--- config.mk ---
export PLATFORM = sky130hd
export DESIGN_NAME = stack_cpu_execute_top
export DESIGN_NICKNAME = d
export VERILOG_FILES = /design/src/hdl/sce_pkg.sv /design/src/hdl/sce_ram.sv /design/src/hdl/sce_stack.sv /design/src/hdl/sce_alu.sv /design/src/hdl/stack_cpu_execute_top.sv
export SDC_FILE = /design/constraint.sdc
export NUM_CORES = 2
export LEC_CHECK = 0
export ABC_AREA = 1
export BUFFER_PORTS_ARGS = -buffer_cell sky130_fd_sc_hd__buf_4
export CAP_MARGIN = 40
export CELL_PAD_IN_SITES_DETAIL_PLACEMENT = 1
export CELL_PAD_IN_SITES_GLOBAL_PLACEMENT = 1
export CORE_MARGIN = 1
export CORE_UTILIZATION = 54
export CTS_CLUSTER_SIZE = 10
export DETAILED_ROUTE_END_ITERATION = 16
export HOLD_SLACK_MARGIN = 0.02
export PLACE_DENSITY_LB_ADDON = 0.08
export SYNTH_ARGS = -nofsm -noshare
export SYNTH_HDL_FRONTEND = slang
export SYNTH_SLANG_ARGS = --single-unit
--- constraint.sdc ---
create_clock -name i_clk -period 14.88 [get_ports i_clk]
set_clock_uncertainty 0.05 [all_clocks]
set_input_delay 2.232 -clock i_clk [delete_from_list [all_inputs] [get_ports i_clk]]
set_output_delay 2.232 -clock i_clk [all_outputs]
set_load 0.05 [all_outputs]
--- src/hdl/sce_pkg.sv ---
// Shared types and constants of the stack CPU execute block.
// No dependencies.
package sce_pkg;

    localparam int WORD_W          = 16;
    localparam int ENTRY_W         = 13;
    localparam int STACK_DEPTH_DEF = 32;

    typedef logic [WORD_W-1:0] t_word;

    // instruction class, bits 14..13 when bit 15 is clear
    localparam logic [1:0] OP_JUMP  = 2'b00;
    localparam logic [1:0] OP_CJUMP = 2'b01;
    localparam logic [1:0] OP_CALL  = 2'b10;
    localparam logic [1:0] OP_ALU   = 2'b11;

    // stack pointer delta codes
    localparam logic [1:0] DELTA_NONE  = 2'b00;
    localparam logic [1:0] DELTA_UP    = 2'b01;
    localparam logic [1:0] DELTA_DOWN2 = 2'b10;
    localparam logic [1:0] DELTA_DOWN1 = 2'b11;

    // ALU function codes
    localparam logic [3:0] ALU_T    = 4'd0;
    localparam logic [3:0] ALU_N    = 4'd1;
    localparam logic [3:0] ALU_ADD  = 4'd2;
    localparam logic [3:0] ALU_AND  = 4'd3;
    localparam logic [3:0] ALU_OR   = 4'd4;
    localparam logic [3:0] ALU_XOR  = 4'd5;
    localparam logic [3:0] ALU_INV  = 4'd6;
    localparam logic [3:0] ALU_EQ   = 4'd7;
    localparam logic [3:0] ALU_SLT  = 4'd8;
    localparam logic [3:0] ALU_SHR  = 4'd9;
    localparam logic [3:0] ALU_DEC  = 4'd10;
    localparam logic [3:0] ALU_R    = 4'd11;
    localparam logic [3:0] ALU_MEM  = 4'd12;
    localparam logic [3:0] ALU_MUL  = 4'd13;
    localparam logic [3:0] ALU_SWAP = 4'd14;
    localparam logic [3:0] ALU_ULT  = 4'd15;

endpackage

--- src/hdl/sce_ram.sv ---
// Generic single-port-write, single-port-read RAM with registered read.
// No dependencies.
module sce_ram #(
    parameter int WIDTH = 16,
    parameter int DEPTH = 32
) (
    input  logic                     i_clk,
    input  logic                     i_wr_en,
    input  logic [$clog2(DEPTH)-1:0] i_wr_addr,
    input  logic [WIDTH-1:0]         i_wr_data,
    input  logic [$clog2(DEPTH)-1:0] i_rd_addr,
    output logic [WIDTH-1:0]         o_rd_data
);

    logic [WIDTH-1:0] r_mem [DEPTH];
    logic [WIDTH-1:0] r_q;

    always_ff @(posedge i_clk) begin
        if (i_wr_en) begin
            r_mem[i_wr_addr] <= i_wr_data;
        end
        r_q <= r_mem[i_rd_addr];
    end

    assign o_rd_data = r_q;

endmodule

--- src/hdl/sce_stack.sv ---
// One stack store: a RAM plus a bypass for a write that hits the entry being read.
// Depends on sce_pkg and sce_ram.
module sce_stack
    import sce_pkg::*;
#(
    parameter int DEPTH = STACK_DEPTH_DEF
) (
    input  logic                     i_clk,
    input  logic                     i_rst_n,
    input  logic                     i_wr_en,
    input  logic [$clog2(DEPTH)-1:0] i_wr_addr,
    input  t_word                    i_wr_data,
    input  logic [$clog2(DEPTH)-1:0] i_rd_addr,
    output t_word                    o_rd_data
);

    t_word ram_q;
    logic  r_fwd_hit;
    t_word r_fwd_data;

    sce_ram #(
        .WIDTH (WORD_W),
        .DEPTH (DEPTH)
    ) u_ram (
        .i_clk     (i_clk),
        .i_wr_en   (i_wr_en),
        .i_wr_addr (i_wr_addr),
        .i_wr_data (i_wr_data),
        .i_rd_addr (i_rd_addr),
        .o_rd_data (ram_q)
    );

    // RAM returns old data on a same-address write; take the new word instead
    always_ff @(posedge i_clk) begin
        if (!i_rst_n) begin
            r_fwd_hit <= 1'b0;
        end else begin
            r_fwd_hit <= i_wr_en && (i_wr_addr == i_rd_addr);
        end
        r_fwd_data <= i_wr_data;
    end

    assign o_rd_data = r_fwd_hit ? r_fwd_data : ram_q;

endmodule

--- src/hdl/sce_alu.sv ---
// The 16-function ALU of the stack CPU.
// Depends on sce_pkg.
module sce_alu
    import sce_pkg::*;
(
    input  logic [3:0] i_func,
    input  t_word      i_t,
    input  t_word      i_n,
    input  t_word      i_r,
    input  t_word      i_mem,
    output t_word      o_result
);

    // only the low word of the product is kept
    t_word prod;

    assign prod = i_n * i_t;

    always_comb begin
        case (i_func)
            ALU_T:    o_result = i_t;
            ALU_N:    o_result = i_n;
            ALU_ADD:  o_result = i_t + i_n;
            ALU_AND:  o_result = i_t & i_n;
            ALU_OR:   o_result = i_t | i_n;
            ALU_XOR:  o_result = i_t ^ i_n;
            ALU_INV:  o_result = ~i_t;
            ALU_EQ:   o_result = (i_t == i_n) ? '1 : '0;
            ALU_SLT:  o_result = ($signed(i_n) < $signed(i_t)) ? '1 : '0;
            ALU_SHR:  o_result = (i_t[WORD_W-1:4] != '0) ? '0 : (i_n >> i_t[3:0]);
            ALU_DEC:  o_result = i_t - t_word'(1);
            ALU_R:    o_result = i_r;
            ALU_MEM:  o_result = i_mem;
            ALU_MUL:  o_result = prod;
            ALU_SWAP: o_result = {i_t[7:0], i_t[15:8]};
            ALU_ULT:  o_result = (i_n < i_t) ? '1 : '0;
            default:  o_result = i_t;
        endcase
    end

endmodule

--- src/hdl/stack_cpu_execute_top.sv ---
// Stack CPU execute block: top level with state, decode and output register.
// Depends on sce_pkg, sce_stack (data and return stores) and sce_alu.
//
// Usage:
// - Input channel (i_in_valid / o_in_stall) carries one instruction item: restart flag,
//   instruction word fetched at the last o_fetch_address, and the memory word at the
//   address given by the last o_top_value. The item is taken at an edge with valid high
//   and stall low.
// - Output channel (o_out_valid / i_out_stall) returns one result item per instruction:
//   next fetch address, new top of stack, store strobe/address/data, core-reset flag.
// - Config channel (i_cfg_valid / o_cfg_ready) writes the 13-bit entry word address;
//   write it only while the block is idle. Ready is high whenever out of reset.
// - Latency: the result of an item is valid the cycle after it is accepted.
// - Throughput: one instruction per clock unless stalled. The stack read loop sets this:
//   each item's next-entry address goes to both stack RAMs at the accept edge, and the
//   registered read data (with same-entry write bypass) is ready for the next item.
// - Receiver stall: the result stays in the output register and input stall is raised;
//   while the output register is not stalled, a new item is taken every cycle.
// - Reset (i_rst_n low, synchronous): pointers, top, program counter cleared, entry
//   address cleared, entry call pending; stack RAM contents are not cleared and no
//   clearing pass is run. Input stall is high during reset.
module stack_cpu_execute_top
    import sce_pkg::*;
#(
    parameter int STACK_DEPTH = STACK_DEPTH_DEF
) (
    input  logic               i_clk,
    input  logic               i_rst_n,
    // input items
    input  logic               i_in_valid,
    output logic               o_in_stall,
    input  logic               i_restart,
    input  t_word              i_instruction,
    input  t_word              i_read_data,
    // result items
    output logic               o_out_valid,
    input  logic               i_out_stall,
    output t_word              o_fetch_address,
    output t_word              o_top_value,
    output logic               o_write_enable,
    output t_word              o_write_address,
    output t_word              o_write_data,
    output logic               o_was_reset,
    // configuration
    input  logic               i_cfg_valid,
    output logic               o_cfg_ready,
    input  logic [ENTRY_W-1:0] i_cfg_entry_word_address
);

    localparam int PW = $clog2(STACK_DEPTH);
    localparam logic [PW:0] DEPTH_V = (PW+1)'(STACK_DEPTH);

    // wrap a stack pointer by a delta code, modulo the stack depth
    function automatic logic [PW-1:0] ptr_step(input logic [PW-1:0] p, input logic [1:0] code);
        logic [PW:0] pe;
        logic [PW:0] res;
        pe = {1'b0, p};
        case (code)
            DELTA_UP:    res = (pe + 1'b1 == DEPTH_V) ? '0 : pe + 1'b1;
            DELTA_DOWN2: res = (pe >= (PW+1)'(2)) ? pe - (PW+1)'(2) : pe + DEPTH_V - (PW+1)'(2);
            DELTA_DOWN1: res = (pe == '0) ? DEPTH_V - 1'b1 : pe - 1'b1;
            default:     res = pe;
        endcase
        return res[PW-1:0];
    endfunction

    // architectural state
    t_word               r_top, n_top;
    logic [PW-1:0]       r_dp, n_dp;
    logic [PW-1:0]       r_rp, n_rp;
    t_word               r_pc, n_pc;
    logic                r_start_pending, n_start_pending;
    logic [ENTRY_W-1:0]  r_entry;

    // output register
    logic                r_out_valid;
    t_word               r_fetch_address;
    t_word               r_top_value;
    logic                r_write_enable;
    t_word               r_write_address;
    t_word               r_write_data;
    logic                r_was_reset;

    logic                accept;
    logic                out_free;

    // state as seen by this item, after an optional restart
    t_word               t0;
    logic [PW-1:0]       dp0;
    logic [PW-1:0]       rp0;
    t_word               pc0;
    logic                sp0;
    t_word               insn;
    t_word               pc_inc;

    // stack read data for the current pointers
    t_word               n_val;
    t_word               r_val;
    t_word               alu_res;

    // stack write ports
    logic                d_wr_en, r_wr_en;
    logic [PW-1:0]       d_wr_addr, r_wr_addr;
    t_word               d_wr_data, r_wr_data;
    logic [PW-1:0]       d_rd_addr, r_rd_addr;

    // item results
    logic                res_we;
    t_word               res_wa, res_wd;
    logic                res_reset;

    assign out_free    = !r_out_valid || !i_out_stall;
    assign o_in_stall  = !i_rst_n || !out_free;
    assign accept      = i_in_valid && !o_in_stall;
    assign o_cfg_ready = i_rst_n;

    // restart zeroes the state and sets the pending start before this item's work
    assign t0  = i_restart ? '0 : r_top;
    assign dp0 = i_restart ? '0 : r_dp;
    assign rp0 = i_restart ? '0 : r_rp;
    assign pc0 = i_restart ? '0 : r_pc;
    assign sp0 = i_restart ? 1'b1 : r_start_pending;

    // a pending start replaces the fetched word by a call to the entry address
    assign insn   = sp0 ? {1'b0, OP_CALL, r_entry} : i_instruction;
    assign pc_inc = pc0 + t_word'(1);

    sce_alu u_alu (
        .i_func   (insn[11:8]),
        .i_t      (t0),
        .i_n      (n_val),
        .i_r      (r_val),
        .i_mem    (i_read_data),
        .o_result (alu_res)
    );

    always_comb begin
        n_top           = t0;
        n_dp            = dp0;
        n_rp            = rp0;
        n_pc            = pc_inc;
        n_start_pending = 1'b0;
        d_wr_en         = 1'b0;
        d_wr_addr       = ptr_step(dp0, DELTA_UP);
        d_wr_data       = t0;
        r_wr_en         = 1'b0;
        r_wr_addr       = ptr_step(rp0, DELTA_UP);
        r_wr_data       = {pc_inc[WORD_W-2:0], 1'b0};
        res_we          = 1'b0;
        res_wa          = '0;
        res_wd          = '0;
        res_reset       = 1'b0;

        if (insn[15]) begin
            // literal push
            n_dp    = ptr_step(dp0, DELTA_UP);
            d_wr_en = 1'b1;
            n_top   = {1'b0, insn[14:0]};
        end else begin
            case (insn[14:13])
                OP_JUMP: begin
                    n_pc = {3'b000, insn[12:0]};
                end
                OP_CJUMP: begin
                    n_top = n_val;
                    n_dp  = ptr_step(dp0, DELTA_DOWN1);
                    if (t0 == '0) begin
                        n_pc = {3'b000, insn[12:0]};
                    end
                end
                OP_CALL: begin
                    n_rp    = ptr_step(rp0, DELTA_UP);
                    r_wr_en = 1'b1;
                    n_pc    = {3'b000, insn[12:0]};
                end
                default: begin
                    if (insn[12]) begin
                        n_pc = {1'b0, r_val[WORD_W-1:1]};
                    end
                    n_top     = alu_res;
                    n_dp      = ptr_step(dp0, insn[1:0]);
                    n_rp      = ptr_step(rp0, insn[3:2]);
                    d_wr_en   = insn[7];
                    d_wr_addr = n_dp;
                    r_wr_en   = insn[6];
                    r_wr_addr = n_rp;
                    r_wr_data = t0;
                    if (insn[5]) begin
                        res_we = 1'b1;
                        res_wa = t0;
                        res_wd = n_val;
                    end
                end
            endcase
        end

        // empty return stack: core reset, store contents kept
        if (n_rp == '0) begin
            n_top           = '0;
            n_dp            = '0;
            n_pc            = '0;
            n_start_pending = 1'b1;
            res_reset       = 1'b1;
        end

        // writes only for accepted items
        d_wr_en = d_wr_en && accept;
        r_wr_en = r_wr_en && accept;
    end

    // read the entries the next item will see
    assign d_rd_addr = accept ? n_dp : r_dp;
    assign r_rd_addr = accept ? n_rp : r_rp;

    sce_stack #(
        .DEPTH (STACK_DEPTH)
    ) u_data_stack (
        .i_clk     (i_clk),
        .i_rst_n   (i_rst_n),
        .i_wr_en   (d_wr_en),
        .i_wr_addr (d_wr_addr),
        .i_wr_data (d_wr_data),
        .i_rd_addr (d_rd_addr),
        .o_rd_data (n_val)
    );

    sce_stack #(
        .DEPTH (STACK_DEPTH)
    ) u_return_stack (
        .i_clk     (i_clk),
        .i_rst_n   (i_rst_n),
        .i_wr_en   (r_wr_en),
        .i_wr_addr (r_wr_addr),
        .i_wr_data (r_wr_data),
        .i_rd_addr (r_rd_addr),
        .o_rd_data (r_val)
    );

    always_ff @(posedge i_clk) begin
        if (!i_rst_n) begin
            r_top           <= '0;
            r_dp            <= '0;
            r_rp            <= '0;
            r_pc            <= '0;
            r_start_pending <= 1'b1;
            r_entry         <= '0;
            r_out_valid     <= 1'b0;
        end else begin
            if (i_cfg_valid) begin
                r_entry <= i_cfg_entry_word_address;
            end
            if (accept) begin
                r_top           <= n_top;
                r_dp            <= n_dp;
                r_rp            <= n_rp;
                r_pc            <= n_pc;
                r_start_pending <= n_start_pending;
                r_out_valid     <= 1'b1;
            end else if (out_free) begin
                r_out_valid <= 1'b0;
            end
        end
    end

    // result payload, loaded on accept
    always_ff @(posedge i_clk) begin
        if (accept) begin
            r_fetch_address <= n_pc;
            r_top_value     <= n_top;
            r_write_enable  <= res_we;
            r_write_address <= res_wa;
            r_write_data    <= res_wd;
            r_was_reset     <= res_reset;
        end
    end

    assign o_out_valid     = r_out_valid;
    assign o_fetch_address = r_fetch_address;
    assign o_top_value     = r_top_value;
    assign o_write_enable  = r_write_enable;
    assign o_write_address = r_write_address;
    assign o_write_data    = r_write_data;
    assign o_was_reset     = r_was_reset;

endmodule

; Word-level counts from Yosys, hierarchy flattened
; Memory sizes are Yosys's and may differ from the RTL's. A register that Yosys moved wholly into a read port is not among the register bits.
; Cells that the tools add are included.
[op_classes]
n_addsub = 13
n_reduce_logical = 25
n_bitwise = 5
n_eq_ne = 28
n_shift = 1
n_mux = 54
n_lt_le_gt_ge = 4
mul = 1
[ops]
columns = op, n
row1 = 16-bit two-way mux, 17
row2 = 16-bit one-hot mux with 16 select lines, 1
row3 = 5-bit two-way mux, 17
row4 = 16-bit one-hot mux with 2 select lines, 2
row5 = "4-bit equality test, second input constant", 8
row6 = 16-bit < comparator, 2
row7 = 5-bit one-hot mux with 3 select lines, 2
row8 = 5-bit one-hot mux with 2 select lines, 2
row9 = "5-bit by 2-bit subtractor with 5-bit output, second input constant", 4
row10 = "16-bit by 1-bit adder with 16-bit output, second input constant", 1
row11 = 16-bit adder, 1
row12 = 16-bit AND, 1
row13 = 16-bit equality test, 1
row14 = "4-bit by 3-bit equality test with 1-bit output, second input constant", 4
row15 = 16-bit logical NOT, 1
row16 = 16-bit by 16-bit multiplier with 16-bit output, 1
row17 = 16-bit NOT, 1
row18 = 16-bit bitwise OR, 1
row19 = 16-bit by 4-bit right shift with 16-bit output, 1
row20 = "16-bit by 1-bit subtractor with 16-bit output, second input constant", 1
row21 = 16-bit bitwise XOR, 1
row22 = 5-bit logical NOT, 3
row23 = "5-bit by 1-bit adder with 6-bit output, second input constant", 2
row24 = "6-bit equality test, second input constant", 2
row25 = 22 further kinds, 54
[totals]
mem_bits_rw = 1024
memories = 2
inputBits = 51
reg_bits = 157
[memory_table]
columns = memory, depth, width, read_ports, rd_clocked_by_memory_dff, wr, line_no
row1 = u_data_stack.u_ram.r_mem, 32, 16, 1, 1, 1, sce_ram.sv:15  ; logic [WIDTH-1:0] r_mem [DEPTH];
row2 = u_return_stack.u_ram.r_mem, 32, 16, 1, 1, 1, sce_ram.sv:15

; Longest topological paths before layout
[logic_depth]
depth_word = 12
ltp_mapped = 38

; By module
; A second synthesis with hierarchy kept.
[unflattened]
cells_unflattened = 6105
area_unflattened_um2 = 59764.8
[modules_own_cells]
columns = mod, seq_area_each_um2, cells_each, n_inst, area_each_um2
row1 = sce_ram, 15695.1, 1794, 2, 21301.7
row2 = sce_alu, 0.0, 1374, 1, 8479.4
row3 = stack_cpu_execute_top, 3123.0, 1027, 1, 7310.8
row4 = sce_stack, 340.3, 58, 2, 685.7

; Worst setup path before layout
; OpenSTA, ideal clock, no wires.
[synth_path]
path_type = input to register
startpoint = input port i_restart
endpoint = register r_top_value[15], in the netlist o_top_value[15], data pin
arrival_ps = 8692
setup_ps = 266
cell_stages = 31
path_buffers = 5
path_slack_ps = 5872
cell_sequence = buf_6 -> inv_4 -> buf_6 -> buf_6 -> nand2_2 -> clkinv_1 -> buf_2 -> buf_1 -> nand2_1 -> fa_1 -> fa_1 -> fa_1 -> fa_1 -> inv_1 -> fa_1 -> inv_1 -> fa_1 -> inv_1 -> ha_1 -> inv_1 -> nor4_1 -> nand3_1 -> nand3_1 -> a21o_1 -> a21oi_1 -> inv_1 -> nand3_1 -> nand3_1 -> nand3_1 -> nand2_1 -> a21oi_1
[synth_rtl]
columns = item, line_no
row1 = "start, declared", stack_cpu_execute_top.sv:32  ; input logic i_restart,
row2 = 16-bit two-way mux *, stack_cpu_execute_top.sv:118  ; assign t0 = i_restart ? '0 : r_top;
row3 = via d_wr_data[1], stack_cpu_execute_top.sv:104  ; t_word d_wr_data, r_wr_data;
row4 = "parallel branches: the longest is 2 deep, another holds 16-bit by 16-bit multiplier with 16-bit output", n/a
row5 = 16-bit one-hot mux with 16 select lines *, sce_alu.sv:20  ; case (i_func)
row6 = 16-bit one-hot mux with 2 select lines *, stack_cpu_execute_top.sv:160  ; case (insn[14:13])
row7 = 16-bit two-way mux *, stack_cpu_execute_top.sv:154  ; if (insn[15]) begin
row8 = 16-bit two-way mux *, stack_cpu_execute_top.sv:198  ; if (n_rp == '0) begin
row9 = via n_top[15], stack_cpu_execute_top.sv:68  ; t_word r_top, n_top;
row10 = "end signal, assigned", stack_cpu_execute_top.sv:269  ; r_top_value <= n_top;
row11 = "end, declared", stack_cpu_execute_top.sv:78  ; t_word r_top_value;
; Mark *: on every way through the listed nets, which the timed path passes.
; A chain may end at the register's enable or synchronous reset.

; Worst setup path after layout
[layout_path]
startpoint = input port i_restart
endpoint = register r_top_value[14], in the netlist o_top_value[14], data pin
[layout_via]
elab_chain_len = 9
[layout_lines]
columns = item, line_no
row1 = "parallel branches: the longest is 8 deep, another holds 16-bit by 16-bit multiplier with 16-bit output", n/a
row2 = 16-bit two-way mux *, stack_cpu_execute_top.sv:198
row3 = via n_top[14], stack_cpu_execute_top.sv:68
; Marked as above.

==> impl_metrics.ini <==
[timing]
setup_tns_ps = 0
worst_slack_ps = 6180
final.min_clock_period_ps = 8700
grt_setup_unrepaired = no
tightestPinTransition_ps = 1040
fin_crit_sh_pct = 58.5
slew_headroom_pct = 30.1
slew_violations = 0
hold_violations = 0
timing.fmax_ghz = 0.115
finalSetupViolCount = 0

[power_and_ir_drop]
pwr-share-seq_pct = 46.7
irDropWorstVdd_mv = 0.125
clkPwrFrac_pct = 39.1
p_leak_nw = 26.3
p_per_area_nw_per_um2 = 122
intPower_mw = 5.84
switchingPower_mw = 2.27
combPwrFrac_pct = 14.2
swShare_pct = 28.0

[worst_setup_path]
r2r-start = u_data_stack.r_fwd_hit$_SDFF_PN0_
crit_top_cell = nand2_1
r2r_end = o_top_value[15]$_DFFE_PP_
endpoint_kind = flip-flop
critPathKind = in -> reg
reg2reg_depth = 29
max_stage_delay_ps = 630
cp_max_fo = 58
crit_path_start_kind = input port
cp_slowest_cell = buf_4
critical_path_required_ps = 15340
arrival_ps = 9160
r2r_slack_ps = 7100

[placement]
place_hpwl_um = 133000
port_buffers = 119
place_ws_ps = 5630
gp_congestion = 0.971

[clocking]
clk_pin_slew_worst_paths_ps = 60
post_cts_buffers = 0
root_buffer = clkbuf_16
clk_latency_ps = 770
ctsHoldBuffers = 0
clock_path_buffers = 3
h-tree-depth = 4
ctsResizeCount = 0
cts_tree = done
clock_sinks = 1213
cts_made_buffers = 141

[detailed_routing]
vias_per_cell = 6.32
drcViolationCount = 0
firstDrtPassIters = 6
drt-wirelength-per-cell_um = 28.4
ant_nets = 0
drt-initial-drc-count = 5289
wirelength_um = 213000
vias = 47300

[job]
drv_cap = 0

[synthesis]
yosys-top-cells-area = edfxtp_1 55%, nand3_1 6.3%, nand2_1 5.7%
synthArstFlopShare_pct = 0
synth_top_family_by_area = simple AND/OR/NAND/NOR gates
synth_compound_area_share_pct = 8.64
synth_edf_count = 1090
synth_xor_area_share_pct = 0.428
syn-instance-count = 5883
synth_fp_nets = 6143
synth_top_area_cell = edfxtp_1
synth_ff_type = edfxtp_1
synth-simple-area-share_pct = 18.8
synth.avg_cell_area_um2 = 10.1
synth_adder_area_share_pct = 5.43
synth_top_area_share_pct = 55.1
ys_seq_elements = 1213
netlist-cell-type-count = 55
synthMuxAreaShare_pct = 0.118
synth_area_um2 = 59400
ys_warn_count = 0
seq_area_frac_synth_pct = 59.3

[finish]
final_layout_size_suffix_gt1_share_pct = 8.89
n_antenna_cell = 0
layout_commonest_cell = edfxtp_1
num-fill-cells = 11600
multi_input_area_um2 = 20100
area_growth_pct = 12.0
mostFrequentLayoutCells = 1090 x edfxtp_1, 890 x nand2_1, 747 x nand3_1
final_nets = 6255
register_area_um2 = 35200

[floorplanning]
initial_utilization_pct = 54.5
die_area_um2 = 111000
ios = 120
fp.dieW_um = 334
row_count = 121
dieHeight_um = 334
core_area_um2 = 109000

[grt]
grt_overflow = 0
grt_pass1_wl_um = 313000
antenna_found_initial = 1
grt_max_degree = 197
grt_pass1_vias = 49300
grt_use_total_pct = 37.9

[worst_hold_path]
hold_path_class = reg -> reg
min_path_cells = 2
hold_start = r_entry[4]$_SDFFE_PN0P_
hold_end = r_entry[4]$_SDFFE_PN0P_

[status]
status = completed
==> power groups by stage <==
stage	registers (mW)	clock network, mW	logic (mW)
6_report	3.79	3.17	1.15
4_1_cts	3.79	3.20	1.12
3_3_place_gp	3.86	0	1.06
2_1_floorplan	3.87	0	0.614
5_1_grt	3.79	3.31	1.21
3_5_place_dp	3.86	0	1.11
==> how the worst max path moves through the flow <==
stage | from | depth (start not counted) | endpoint
after floorplan | i_restart | 31 | o_top_value[15]$_DFFE_PP_
after global placement | i_restart | 29 | o_top_value[14]$_DFFE_PP_
after detailed placement | i_restart | 29 | o_top_value[14]$_DFFE_PP_
after CTS | i_restart | 29 | o_top_value[14]$_DFFE_PP_
after global routing | i_restart | 30 | o_top_value[14]$_DFFE_PP_
final | i_restart | 29 | o_top_value[14]$_DFFE_PP_
==> worst max-delay path, delay by kind of cell <==
family / cells / cell delay [ps]
buffers and inverters: 9 / 1960
and+or+nand+nor: 8 / 1030
adders and majority gates: 7 / 2840
AOI/OAI and AO/OA: 5 / 1030
==> layer usage <==
layer	part of all wire [%]	track usage (%)	up-vias
met2	49	63.1	2323
li1	-	-	20500
met5	0.039	0.564	-
met1	39	48.3	24000
met3	7.8	5.97	551
met4	5.0	18.8	2
==> final cells by class <==
type	instances	share of cell area (%)
inverter	752	4.27
clock inverter	20	0.478
sequential	1213	53.0
multi-input combinational	3585	30.2
timing repair buffer	302	3.75
tap	1414	2.66
clock buffer	202	5.72
==> stage by stage <==
stage                     power (mW)  hold WS (ps)  instance area (µm²)  util (%)  instances
after CTS                       8.10           408                66500      61.0       7487
after detailed placement        4.96           398                62300      57.3       7265
after global routing            8.31           418                66500      61.1       7488
final                           8.11           410                66500      61.1       7488
after floorplan                 4.49           376                59400         -       5883
after global placement          4.92           391                62000      57.0       7249
==> state kept, by name, indices dropped and copies added, names as in the netlist, 5 cells and up <==
name	flops
o_write_address	16
r_rp	5
r_dp	5
u_data_stack.u_ram.r_mem	512
u_return_stack.u_ram.r_mem	512
o_write_data	16
u_data_stack.u_ram.o_rd_data	16
u_return_stack.r_fwd_data	16
r_entry	13
u_data_stack.r_fwd_data	16
r_pc	16
o_top_value	16
r_top	16
u_return_stack.u_ram.o_rd_data	16
o_fetch_address	16
==> cells in the mapped netlist, types with 2 or more instances <==
library cell / count
fa_1: 81
and3_1: 2
mux2i_1: 7
o21ai_1: 26
nor4_1: 8
dfxtp_1: 123
nand2_1: 894
nor2_2: 6
or2_2: 6
nand3_1: 747
buf_6: 5
o21ai_2: 2
o21bai_1: 6
o2111ai_1: 15
o21ai_0: 414
nand2_2: 15
o22ai_1: 49
xnor2_1: 13
ha_1: 128
clkbuf_1: 179
nor3_1: 18
buf_1: 17
xor2_1: 16
inv_2: 11
o21a_1: 21
nand4_1: 19
inv_1: 727
clkinv_1: 13
o211ai_1: 19
buf_2: 122
a21oi_1: 104
a221oi_1: 21
buf_4: 10
o221ai_1: 137
a31oi_1: 4
nor2_1: 602
a211oi_1: 13
edfxtp_1: 1090
nand3b_1: 177
==> cells by family after synthesis <==
| group | after synthesis |
|---|---|
| AND/OR/NAND/NOR | 2498 |
| flip-flops | 1213 |
| buffers and inverters | 1085 |
| AO/OA/AOI/OAI | 842 |
| adder cells (fa/ha/maj) | 209 |
| XOR/XNOR | 29 |
| multiplexers | 7 |
(Power assumes the default switching activity.)
